File: src/rtl/rc4o_pkg.sv
// rc4o_pkg: shared types and constants for the offset-schedule rc4 keystream block
// no dependencies; used by every other file of the block
`default_nettype none

package rc4o_pkg;

  localparam int unsigned BYTE_W     = 8;
  localparam int unsigned KEY_LOW_W  = 64;
  localparam int unsigned KEY_HIGH_W = 24;
  localparam int unsigned KEY_W      = KEY_LOW_W + KEY_HIGH_W;
  localparam int unsigned CFG_IDX_W  = 2;
  localparam int unsigned CFG_DATA_W = 64;

  // register indexes of the configuration port
  localparam logic [CFG_IDX_W-1:0] CFG_KEY_LOW    = 2'd0;
  localparam logic [CFG_IDX_W-1:0] CFG_KEY_HIGH   = 2'd1;
  localparam logic [CFG_IDX_W-1:0] CFG_KSA_OFFSET = 2'd2;

  localparam logic [BYTE_W-1:0] KSA_OFFSET_RST = 8'h57;
  localparam logic [BYTE_W-1:0] LAST_ENTRY     = 8'hff;

  // item mode codes
  localparam logic MODE_REKEY = 1'b0;
  localparam logic MODE_DATA  = 1'b1;

  typedef logic [BYTE_W-1:0] byte_t;

  // one cycle of access to the permutation memory
  typedef struct packed {
    logic  we;
    byte_t waddr;
    byte_t wdata;
    byte_t raddr;
  } mem_req_t;

endpackage

`default_nettype wire

File: src/rtl/rc4o_if.sv
// rc4o_if: valid/ready channel interfaces for input items and result items
// depends on rc4o_pkg
`default_nettype none

interface rc4o_in_if;
  logic            valid;
  logic            ready;
  logic            mode;
  rc4o_pkg::byte_t data_byte;

  modport source (output valid, output mode, output data_byte, input ready);
  modport sink   (input valid, input mode, input data_byte, output ready);
endinterface

interface rc4o_out_if;
  logic            valid;
  logic            ready;
  rc4o_pkg::byte_t out_byte;

  modport source (output valid, output out_byte, input ready);
  modport sink   (input valid, input out_byte, output ready);
endinterface

`default_nettype wire

File: src/rtl/rc4o_perm_ram.sv
// rc4o_perm_ram: 256 x 8 permutation memory, one write and one read port
// read data registered, old data returned on same-address write; uses rc4o_pkg
`default_nettype none

module rc4o_perm_ram (
  input  wire                 clk,
  input  rc4o_pkg::mem_req_t  req,
  output rc4o_pkg::byte_t     rd_data
);

  rc4o_pkg::byte_t mem [256];
  rc4o_pkg::byte_t rd_data_r;

  always_ff @(posedge clk) begin
    if (req.we) begin
      mem[req.waddr] <= req.wdata;
    end
    rd_data_r <= mem[req.raddr];
  end

  assign rd_data = rd_data_r;

endmodule

`default_nettype wire

File: src/rtl/rc4o_ctrl.sv
// rc4o_ctrl: sequencer for key schedule and keystream, result register
// depends on rc4o_pkg, rc4o_if; drives rc4o_perm_ram through a mem_req_t
`default_nettype none

module rc4o_ctrl #(
  parameter int unsigned KEY_BYTES = 11
) (
  input  wire                            clk,
  input  wire                            rst_n,
  rc4o_in_if.sink                        in_ch,
  rc4o_out_if.source                     out_ch,
  input  wire [rc4o_pkg::KEY_W-1:0]      key_i,
  input  rc4o_pkg::byte_t                ksa_offset_i,
  output rc4o_pkg::mem_req_t             req_o,
  input  rc4o_pkg::byte_t                rd_data_i
);

  localparam int unsigned KIDX_W = (KEY_BYTES > 1) ? $clog2(KEY_BYTES) : 1;
  localparam logic [KIDX_W-1:0] KIDX_LAST = KIDX_W'(KEY_BYTES - 1);

  typedef enum logic [3:0] {
    S_IDLE, S_INIT, S_K_RDK, S_K_RDM, S_K_WR1, S_K_WR2,
    S_D_RDJ, S_D_WR1, S_D_WR2, S_D_OUT
  } state_t;

  state_t             state_r, state_nxt;
  rc4o_pkg::byte_t    step_r, step_nxt;   // i, or k during the schedule
  rc4o_pkg::byte_t    mix_r, mix_nxt;     // j, or schedule mix
  rc4o_pkg::byte_t    pi_r, pi_nxt;
  rc4o_pkg::byte_t    pj_r, pj_nxt;
  rc4o_pkg::byte_t    t_r, t_nxt;
  rc4o_pkg::byte_t    data_r, data_nxt;
  rc4o_pkg::byte_t    hold_r, hold_nxt;
  logic [KIDX_W-1:0]  kidx_r, kidx_nxt;
  logic               out_valid_r, out_valid_nxt;
  rc4o_pkg::byte_t    out_byte_r, out_byte_nxt;

  rc4o_pkg::byte_t    key_byte;
  rc4o_pkg::byte_t    ks;
  rc4o_pkg::mem_req_t req;
  logic               in_fire;

  assign key_byte = key_i[8*kidx_r +: 8];
  assign in_fire  = in_ch.valid && in_ch.ready;

  // entries i and j were swapped after the ks read was issued
  always_comb begin
    if (t_r == mix_r) begin
      ks = pi_r;
    end else if (t_r == step_r) begin
      ks = pj_r;
    end else begin
      ks = rd_data_i;
    end
  end

  always_comb begin
    state_nxt     = state_r;
    step_nxt      = step_r;
    mix_nxt       = mix_r;
    pi_nxt        = pi_r;
    pj_nxt        = pj_r;
    t_nxt         = t_r;
    data_nxt      = data_r;
    hold_nxt      = hold_r;
    kidx_nxt      = kidx_r;
    out_valid_nxt = out_valid_r && !out_ch.ready;
    out_byte_nxt  = out_byte_r;
    req.we        = 1'b0;
    req.waddr     = step_r;
    req.wdata     = step_r;
    req.raddr     = step_r + 8'd1;

    unique case (state_r)
      S_IDLE: begin
        if (in_fire) begin
          if (in_ch.mode == rc4o_pkg::MODE_DATA) begin
            step_nxt  = step_r + 8'd1;
            data_nxt  = in_ch.data_byte;
            state_nxt = S_D_RDJ;
          end else begin
            step_nxt  = '0;
            mix_nxt   = '0;
            kidx_nxt  = '0;
            state_nxt = S_INIT;
          end
        end
      end
      S_INIT: begin
        // identity fill
        req.we   = 1'b1;
        step_nxt = step_r + 8'd1;
        if (step_r == rc4o_pkg::LAST_ENTRY) begin
          state_nxt = S_K_RDK;
        end
      end
      S_K_RDK: begin
        req.raddr = step_r;
        state_nxt = S_K_RDM;
      end
      S_K_RDM: begin
        pi_nxt    = rd_data_i;
        mix_nxt   = mix_r + rd_data_i + key_byte + ksa_offset_i;
        req.raddr = mix_nxt;
        state_nxt = S_K_WR1;
      end
      S_K_WR1: begin
        req.we    = 1'b1;
        req.wdata = rd_data_i;
        state_nxt = S_K_WR2;
      end
      S_K_WR2: begin
        req.we    = 1'b1;
        req.waddr = mix_r;
        req.wdata = pi_r;
        step_nxt  = step_r + 8'd1;
        kidx_nxt  = (kidx_r == KIDX_LAST) ? '0 : kidx_r + 1'b1;
        if (step_r == rc4o_pkg::LAST_ENTRY) begin
          mix_nxt   = '0;
          state_nxt = S_IDLE;
        end else begin
          state_nxt = S_K_RDK;
        end
      end
      S_D_RDJ: begin
        pi_nxt    = rd_data_i;
        mix_nxt   = mix_r + rd_data_i;
        req.raddr = mix_nxt;
        state_nxt = S_D_WR1;
      end
      S_D_WR1: begin
        pj_nxt    = rd_data_i;
        req.we    = 1'b1;
        req.wdata = rd_data_i;
        t_nxt     = pi_r + rd_data_i;
        req.raddr = t_nxt;
        state_nxt = S_D_WR2;
      end
      S_D_WR2: begin
        req.we    = 1'b1;
        req.waddr = mix_r;
        req.wdata = pi_r;
        hold_nxt  = data_r ^ ks;
        state_nxt = S_D_OUT;
      end
      S_D_OUT: begin
        if (!out_valid_r || out_ch.ready) begin
          out_valid_nxt = 1'b1;
          out_byte_nxt  = hold_r;
          state_nxt     = S_IDLE;
        end
      end
      default: state_nxt = S_IDLE;
    endcase
  end

  always_ff @(posedge clk) begin
    if (!rst_n) begin
      state_r     <= S_IDLE;
      step_r      <= '0;
      mix_r       <= '0;
      kidx_r      <= '0;
      out_valid_r <= 1'b0;
    end else begin
      state_r     <= state_nxt;
      step_r      <= step_nxt;
      mix_r       <= mix_nxt;
      kidx_r      <= kidx_nxt;
      out_valid_r <= out_valid_nxt;
    end
    pi_r       <= pi_nxt;
    pj_r       <= pj_nxt;
    t_r        <= t_nxt;
    data_r     <= data_nxt;
    hold_r     <= hold_nxt;
    out_byte_r <= out_byte_nxt;
  end

  assign in_ch.ready     = (state_r == S_IDLE);
  assign out_ch.valid    = out_valid_r;
  assign out_ch.out_byte = out_byte_r;
  assign req_o           = req;

  a_no_write_idle: assert property (@(posedge clk) disable iff (!rst_n)
    (state_r == S_IDLE || state_r == S_D_OUT) |-> !req.we)
    else $error("memory write outside an active sequence");

  a_init_identity: assert property (@(posedge clk) disable iff (!rst_n)
    (state_r == S_INIT) |-> (req.we && req.waddr == step_r && req.wdata == step_r))
    else $error("identity fill writes wrong entry");

  a_rekey_clears: assert property (@(posedge clk) disable iff (!rst_n)
    (state_r == S_K_WR2 && step_r == rc4o_pkg::LAST_ENTRY) |=>
      (step_r == '0 && mix_r == '0 && state_r == S_IDLE))
    else $error("counters not cleared after key schedule");

  a_out_from_seq: assert property (@(posedge clk) disable iff (!rst_n)
    $rose(out_valid_r) |-> $past(state_r == S_D_OUT))
    else $error("result raised outside the output step");

  a_out_hold: assert property (@(posedge clk) disable iff (!rst_n)
    (state_r == S_D_OUT && out_valid_r && !out_ch.ready) |=> (state_r == S_D_OUT))
    else $error("result overwritten while stalled");

endmodule

`default_nettype wire

File: src/rtl/rc4_offset_keystream_cipher.sv
// rc4_offset_keystream_cipher: top level, configuration registers and wiring
// depends on rc4o_pkg, rc4o_if, rc4o_perm_ram, rc4o_ctrl
`default_nettype none

// channel   dir   payload                      handshake
// in_ch     in    mode, data_byte              valid/ready
// out_ch    out   out_byte                     valid/ready
// cfg_*     in    cfg_idx, cfg_wdata (64 bit)  cfg_we, no stall
//
// a data item passes S_D_RDJ, S_D_WR1 and S_D_WR2 and enters the output register in
// S_D_OUT once that register is free; no new item is taken until the block is idle;
// the permutation memory has one read and one write port, so the swap needs two writes
// a rekey item fills all 256 entries with their own index, then runs 256 schedule
// steps, each through S_K_RDK, S_K_RDM, S_K_WR1 and S_K_WR2, and gives no result
// a waiting result stalls only the finish of the next data item, never a rekey;
// reset clears counters, state and result flag; permutation unset until first rekey

module rc4_offset_keystream_cipher #(
  parameter int unsigned KEY_BYTES = 11
) (
  input  wire                                 clk,
  input  wire                                 rst_n,
  rc4o_in_if.sink                             in_ch,
  rc4o_out_if.source                          out_ch,
  input  wire                                 cfg_we,
  input  wire [rc4o_pkg::CFG_IDX_W-1:0]       cfg_idx,
  input  wire [rc4o_pkg::CFG_DATA_W-1:0]      cfg_wdata
);

  // configuration registers
  logic [rc4o_pkg::KEY_LOW_W-1:0]  key_low_r;
  logic [rc4o_pkg::KEY_HIGH_W-1:0] key_high_r;
  rc4o_pkg::byte_t                 ksa_offset_r;

  rc4o_pkg::mem_req_t mem_req;
  rc4o_pkg::byte_t    mem_rd_data;

  always_ff @(posedge clk) begin
    if (!rst_n) begin
      key_low_r    <= '0;
      key_high_r   <= '0;
      ksa_offset_r <= rc4o_pkg::KSA_OFFSET_RST;
    end else if (cfg_we) begin
      unique case (cfg_idx)
        rc4o_pkg::CFG_KEY_LOW:    key_low_r    <= cfg_wdata;
        rc4o_pkg::CFG_KEY_HIGH:   key_high_r   <= cfg_wdata[rc4o_pkg::KEY_HIGH_W-1:0];
        rc4o_pkg::CFG_KSA_OFFSET: ksa_offset_r <= cfg_wdata[rc4o_pkg::BYTE_W-1:0];
        default: ;  // unused index, write dropped
      endcase
    end
  end

  // sequencer: key schedule and keystream generation
  rc4o_ctrl #(
    .KEY_BYTES (KEY_BYTES)
  ) u_ctrl (
    .clk          (clk),
    .rst_n        (rst_n),
    .in_ch        (in_ch),
    .out_ch       (out_ch),
    .key_i        ({key_high_r, key_low_r}),
    .ksa_offset_i (ksa_offset_r),
    .req_o        (mem_req),
    .rd_data_i    (mem_rd_data)
  );

  // permutation state
  rc4o_perm_ram u_perm_ram (
    .clk     (clk),
    .req     (mem_req),
    .rd_data (mem_rd_data)
  );

endmodule

`default_nettype wire
File: src/flat_wrapper.sv
// flat-port wrapper written by rule: the top's interface ports become plain ports
module rc4_offset_keystream_cipher_flat 
#(
  parameter int unsigned KEY_BYTES = 11
)
  (clk, rst_n, cfg_we, cfg_idx, cfg_wdata, in_ch_valid, in_ch_mode, in_ch_data_byte, in_ch_ready, out_ch_valid, out_ch_out_byte, out_ch_ready);
  rc4o_in_if in_ch_i ();
  rc4o_out_if out_ch_i ();
  input  wire clk;
  input  wire rst_n;
  input  wire cfg_we;
  input  wire [rc4o_pkg::CFG_IDX_W-1:0] cfg_idx;
  input  wire [rc4o_pkg::CFG_DATA_W-1:0] cfg_wdata;
  input wire logic [$bits(in_ch_i.valid)-1:0] in_ch_valid;
  input wire logic [$bits(in_ch_i.mode)-1:0] in_ch_mode;
  input wire logic [$bits(in_ch_i.data_byte)-1:0] in_ch_data_byte;
  output wire logic [$bits(in_ch_i.ready)-1:0] in_ch_ready;
  output wire logic [$bits(out_ch_i.valid)-1:0] out_ch_valid;
  output wire logic [$bits(out_ch_i.out_byte)-1:0] out_ch_out_byte;
  input wire logic [$bits(out_ch_i.ready)-1:0] out_ch_ready;
  assign in_ch_i.valid = in_ch_valid;
  assign in_ch_i.mode = in_ch_mode;
  assign in_ch_i.data_byte = in_ch_data_byte;
  assign in_ch_ready = in_ch_i.ready;
  assign out_ch_valid = out_ch_i.valid;
  assign out_ch_out_byte = out_ch_i.out_byte;
  assign out_ch_i.ready = out_ch_ready;
  rc4_offset_keystream_cipher #(.KEY_BYTES(KEY_BYTES)) u_core (.clk(clk), .rst_n(rst_n), .in_ch(in_ch_i), .out_ch(out_ch_i), .cfg_we(cfg_we), .cfg_idx(cfg_idx), .cfg_wdata(cfg_wdata));
endmodule
File: config.mk
export PLATFORM = sky130hd
export DESIGN_NAME = rc4_offset_keystream_cipher_flat
export DESIGN_NICKNAME = d
export VERILOG_FILES = /design/src/rtl/rc4o_pkg.sv /design/src/rtl/rc4o_if.sv /design/src/rtl/rc4o_perm_ram.sv /design/src/rtl/rc4o_ctrl.sv /design/src/rtl/rc4_offset_keystream_cipher.sv /design/src/flat_wrapper.sv
export SDC_FILE = /design/constraint.sdc
export NUM_CORES = 2
export LEC_CHECK = 0
export ABC_AREA = 1
export BUFFER_PORTS_ARGS = -buffer_cell sky130_fd_sc_hd__buf_2
export CAP_MARGIN = 15
export CORE_UTILIZATION = 25
export DETAILED_ROUTE_END_ITERATION = 10
export PLACE_DENSITY_LB_ADDON = 0.2
export SLEW_MARGIN = 20
export SYNTH_ARGS = -nofsm -noshare
export SYNTH_HDL_FRONTEND = slang
export SYNTH_HIERARCHICAL = 1
export SYNTH_SLANG_ARGS = --single-unit
File: constraint.sdc
create_clock -name clk -period 10.18 [get_ports clk]
set_input_delay 1.527 -clock clk [delete_from_list [all_inputs] [get_ports clk]]
set_output_delay 1.527 -clock clk [all_outputs]
set_load 0.01 [all_outputs]
After elaboration in Yosys (flattened, before gate mapping)
Memory sizes are Yosys's and may differ from the RTL's. A register that Yosys moved wholly into a read port is not among the register bits.
Cells that the tools add are included.
- register bits: 169
- RAM bits: 2048
- output and inout bits: 10
- logic and storage cells: 94
- memories kept: 1
- add/sub/neg operators: 6
- equal/unequal tests: 20
- shifts and indexed selects: 1
- muxes and demuxes: 27
- bitwise gates (word level): 1
- reductions and logical operators: 24
- memories (name ; depth ; width ; read ports ; clocked after memory_dff ; write ports ; RTL line ; text):
    u_core.u_perm_ram.mem ; 256 ; 8 ; 1 ; 1 ; 1 ; rc4o_perm_ram.sv:11 ; rc4o_pkg::byte_t mem [256];
- operator list (cell ; number):
    indexed part select 88 x 8 -> 8 bit ; 1
    2-to-1 mux 8 bit ; 8
    one-hot mux 8 bit (4 select lines) ; 2
    one-hot mux 4 bit (10 select lines) ; 1
    adder 8 bit ; 4
    one-hot mux 8 bit (2 select lines) ; 2
    2-to-1 mux 4 bit ; 6
    equality test 4 x 3 -> 1 bit (second input constant) ; 4
    equality test 8 bit ; 2
    equality test 4 bit (second input constant) ; 3
    AND reduction 2 bit ; 5
    AND reduction 3 bit ; 3
    adder 8 x 1 -> 8 bit (second input constant) ; 1
    equality test 4 x 2 -> 1 bit (second input constant) ; 2
    equality test 8 bit (second input constant) ; 1
    inequality test 2 bit (second input constant) ; 4
    one-hot mux 4 bit (2 select lines) ; 1
    OR reduction 2 bit ; 4
    bitwise XOR 8 bit ; 1
    2-to-1 mux 1 bit ; 5
    OR reduction 5 bit ; 1
    adder 4 x 1 -> 4 bit (second input constant) ; 1
    equality test 4 x 1 -> 1 bit (second input constant) ; 1
    logical NOT 4 bit ; 1
    12 further kinds ; 15

Longest topological paths before layout
- depth in word-level cells: 5
- gate-level depth with buffers: 27
- mapped depth without buffers: 23

Cells and area by module
Netlist, hierarchy kept.
- by module, submodules not included (module ; instances ; cells an instance ; area each (sq um)):
    rc4o_perm_ram ; 1 ; 7003 ; 83396.2
    rc4o_ctrl ; 1 ; 670 ; 5296.3
    rc4_offset_keystream_cipher ; 1 ; 618 ; 4227.8

Worst setup path before layout
No wires, ideal clock.
- path type: flip-flop to flip-flop
- start: register u_core.u_ctrl.state_r[0]
- end: memory u_core/u_perm_ram/mem[0][1] (netlist name) (data pin)
- arrival: 8424 ps
- required time: 8551 ps
- path slack: 127 ps
- cell stages (with the launch flop): 7
- buffers on the path: 1
- period minus slack after synthesis: 10053 ps
- path through: dfxtp_1 nor2_1 inv_1 nor3_2 nor2_1 buf_2 o221ai_1
- RTL lines (item ; RTL line ; text):
    from (decl) ; rc4o_ctrl.sv:26 ; state_t state_r, state_nxt;
    from (signal assigned) ; rc4o_ctrl.sv:165 ; state_r <= state_nxt;
    to (decl) ; rc4o_perm_ram.sv:11 ;

==> flow_summary.toml <==
[grt]
antenna_found_initial = 14
grt_pass1_wl_um = 437000
grt_usage_pct = 15.7
grt_pass1_vias = 60572
overflow = 0
grt_max_degree = 186

[finish]
fin_cells = 13328
multiInputGateArea_sq_um = 23900
final_layout_size_suffix_gt1_share_pct = 6.93
seqCellArea_sq_um = 65500
fin_nets = 8286
area_growth_pct = 13.7
postLayoutCellArea_sq_um = 106000
fin_util_pct = 28.6
nFillCells = 38214

[clock_network]
clock_sinks = 2225
cts_resized = 0
clkSlewWorstSetupHoldPaths_ns = 0.06
numCtsBuffers = 245
holdBufCountCts = 0
post_cts_buffers = 0
h-tree-depth = 4
cts_tree = "built"
ctsLongestPathBuffers = 4
cts-root-buf = "clkbuf_16"
clkLatencyLatePin_ns = 0.96

[yosys]
netlist_instances = 8291
ys_async_sr_fraction_pct = 0
yosysWarnings = 6
yosysUniqueCellTypes = 47
synth_top_cell_area_share_pct = 67.7
synth-seq-area-share_pct = 70.5
synth_area_leaders = "edfxtp_1 (68%), nand3_1 (11%), nand2_1 (9.6%), dfxtp_1 (2.8%), nor2_1 (1.9%)"
synth_edf_count = 2096
syn_avg_cell_area_sq_um = 11.2
mappedNetlistArea_sq_um = 92900
netlist_top_cells_count = "nand2_1 (2380), nand3_1 (2120), edfxtp_1 (2096), nor2_1 (471), buf_2 (292)"
synth_seq_cells = 2225
yosysMostFrequentCell = "nand2_1"
syn-num-nets = 8404
yosys_most_used_dff = "edfxtp_1"
synth_area_leader_cell = "edfxtp_1"

[floorplanning]
placementRows = 223
dieArea_sq_um = 374000
core_sq_um = 369000
start_util_pct = 25.2
io_pins = 90
fp.dieW_um = 612
die_y_um = 612

[timing]
slew_viol_final = 0
tns_ns = 0
final-hold-violation-count = 0
timing.hold.ws_ns = 0.419
min_period_over_period_pct = 78.9
worst_pin_slew_ns = 1.34
rsz0062_at_grt = "no"
fin_crit_ns = 8.03
relSlewSlack_pct = 10.5
finalSetupViolCount = 0
fin_worst_skew_ns = 0.0835
fmax_mhz = 124
setup_slack_ns = 2.15

[drt]
vias = 62533
drtIter0Drc = 5971
drc = 0
post_drt_wl_per_cell_um = 22.6
routed_wl_um = 301000
dr.pass1.iters = 5
ant_nets = 0
vias_per_cell = 4.69

[run]
maxCapViolations = 0

[setup_path]
crit_chain = "inv_4, nand2_1, inv_2, a221oi_1, o21ai_0, a32o_1, fa_1, ha_1, inv_1, fa_1, inv_1, or2_2, a32o_1, a221oi_1, nand2_4, inv_6, buf_4, nand3_1, nand3_1, nand3_1, nand3_1, nand2_1, nand2_1, nand2_1"
crit_fanout = 87
worstPathRequired_ns = 10.97
slowest_stage = "dfxtp_1"
cp-start-kind = "flop"
crit_type = "reg2reg"
crit_family = "simple AND/OR/NAND/NOR gates"
cp-end-kind = "flop"
path_buf_inv = 6
max_stage_delay_ns = 0.96
worstPathArrival_ns = 8.82

[place]
placed_cells = 12876
io_buffer_count = 89
place.gp.congestion = 0.806
dpl_worst_slack_ns = 2.23
place_hpwl_um = 171000
placed_area_sq_um = 97900

[outcome]
status = "finished, final reports clean"

[power]
total_power_mw = 34.3
pwr_density_cell_nw_per_um2 = 324
vdd_drop_max_mv = 0.423
leakagePower_nw = 36.8

[hold_path]
hold_class = "reg2reg"
[power by group]
part	switching, mW	leakage (nW)	internal, mW
Sequential	0.190	20.4	11.1
Combinational	10.8	12.7	3.45
Clock	3.75	3.75	4.94
Total	14.8	36.8	19.5
[metal layers]
metal / GRT usage (%) / up-vias / wire length (um)
met5: 0 / - / 0
met4: 4.63 / 0 / 8150
met3: 2.78 / 387 / 20100
met2: 24.6 / 1887 / 137000
met1: 22.0 / 31449 / 136000
li1: - / 28810 / -
[state kept, by name (all words and copies together), names as in the netlist]
name / flops
u_core/u_perm_ram/mem: 2048
u_core/key_low_r: 64
u_core/ksa_offset_r: 8
u_core/u_ctrl/mix_r: 8
u_core/u_ctrl/hold_r: 8
u_core/u_ctrl/data_r: 8
u_core/u_perm_ram/rd_data: 8
u_core/u_ctrl/t_r: 8
u_core/u_ctrl/state_r: 4
u_core/u_ctrl/kidx_r: 4
u_core/u_ctrl/pj_r: 8
u_core/u_ctrl/out_ch.valid: 1
u_core/key_high_r: 24
u_core/u_ctrl/out_ch.out_byte: 8
u_core/u_ctrl/pi_r: 8
u_core/u_ctrl/step_r: 8
[area by class of cell]
| cell class | count | share of cell area [%] |
|---|---|---|
| Antenna cell | 5 | 0.0118 |
| Clock buffer | 320 | 6.14 |
| Clock inverter | 127 | 1.20 |
| Inverter | 208 | 0.780 |
| Multi-Input combinational cell | 5307 | 22.6 |
| Sequential cell | 2225 | 62.0 |
| Tap cell | 4950 | 5.86 |
| Timing Repair Buffer | 186 | 1.39 |
[logic make-up (layout without fill, tap and decap cells)]
group                    after synthesis  count (layout)  share of synthesized area (%)
buffers and inverters                759             841                           3.95
flip-flops                          2225            2225                           70.5
adder cells (fa/ha/maj)               33              33                          0.525
XOR/XNOR                              44              44                          0.415
AND/OR/NAND/NOR                     5013            5013                           23.3
other                                  0               5                              0
AO/OA/AOI/OAI                        217             217                           1.33
[worst paths after layout]
| check | startpoint | endpoint | slack (ns) | cells after the start |
|---|---|---|---|---|
| worst max register to register | u_core/u_ctrl/kidx_r[0]$_SDFFE_PN0P_ | u_core/u_perm_ram/rd_data[3]$_DFF_P_ | 2.15 | 24 |
| worst min-delay path | u_core/u_ctrl/hold_r[1]$_DFFE_PP_ | u_core/u_ctrl/out_ch.out_byte[1]$_DFFE_PP_ | 0.42 | 0 |
| worst max-delay path | u_core/u_ctrl/kidx_r[0]$_SDFFE_PN0P_ | u_core/u_perm_ram/rd_data[3]$_DFF_P_ | 2.15 | 24 |
| worst min register to register | u_core/u_ctrl/hold_r[1]$_DFFE_PP_ | u_core/u_ctrl/out_ch.out_byte[1]$_DFFE_PP_ | 0.42 | 0 |
[cell usage in the layout, fill, tap and decap left out, drive strengths merged, types with 2 or more instances in the layout]
master and instances:
nand2 2383, nand3 2121, edfxtp 2096, nor2 481
clkbuf 320, inv 211, buf 186, dfxtp 129
a21oi 102, clkinv 99, o21ai 76, xor2 27
ha 23, bufinv 18, xnor2 17, a221oi 15
a32o 10, fa 10, nand4 9, nor3 9
clkinvlp 7, diode 5, or2 4, o2111ai 4
nor4 4, o211ai 2, nor3b 2, a22oi 2
Power figures use the tool's default switching activity.
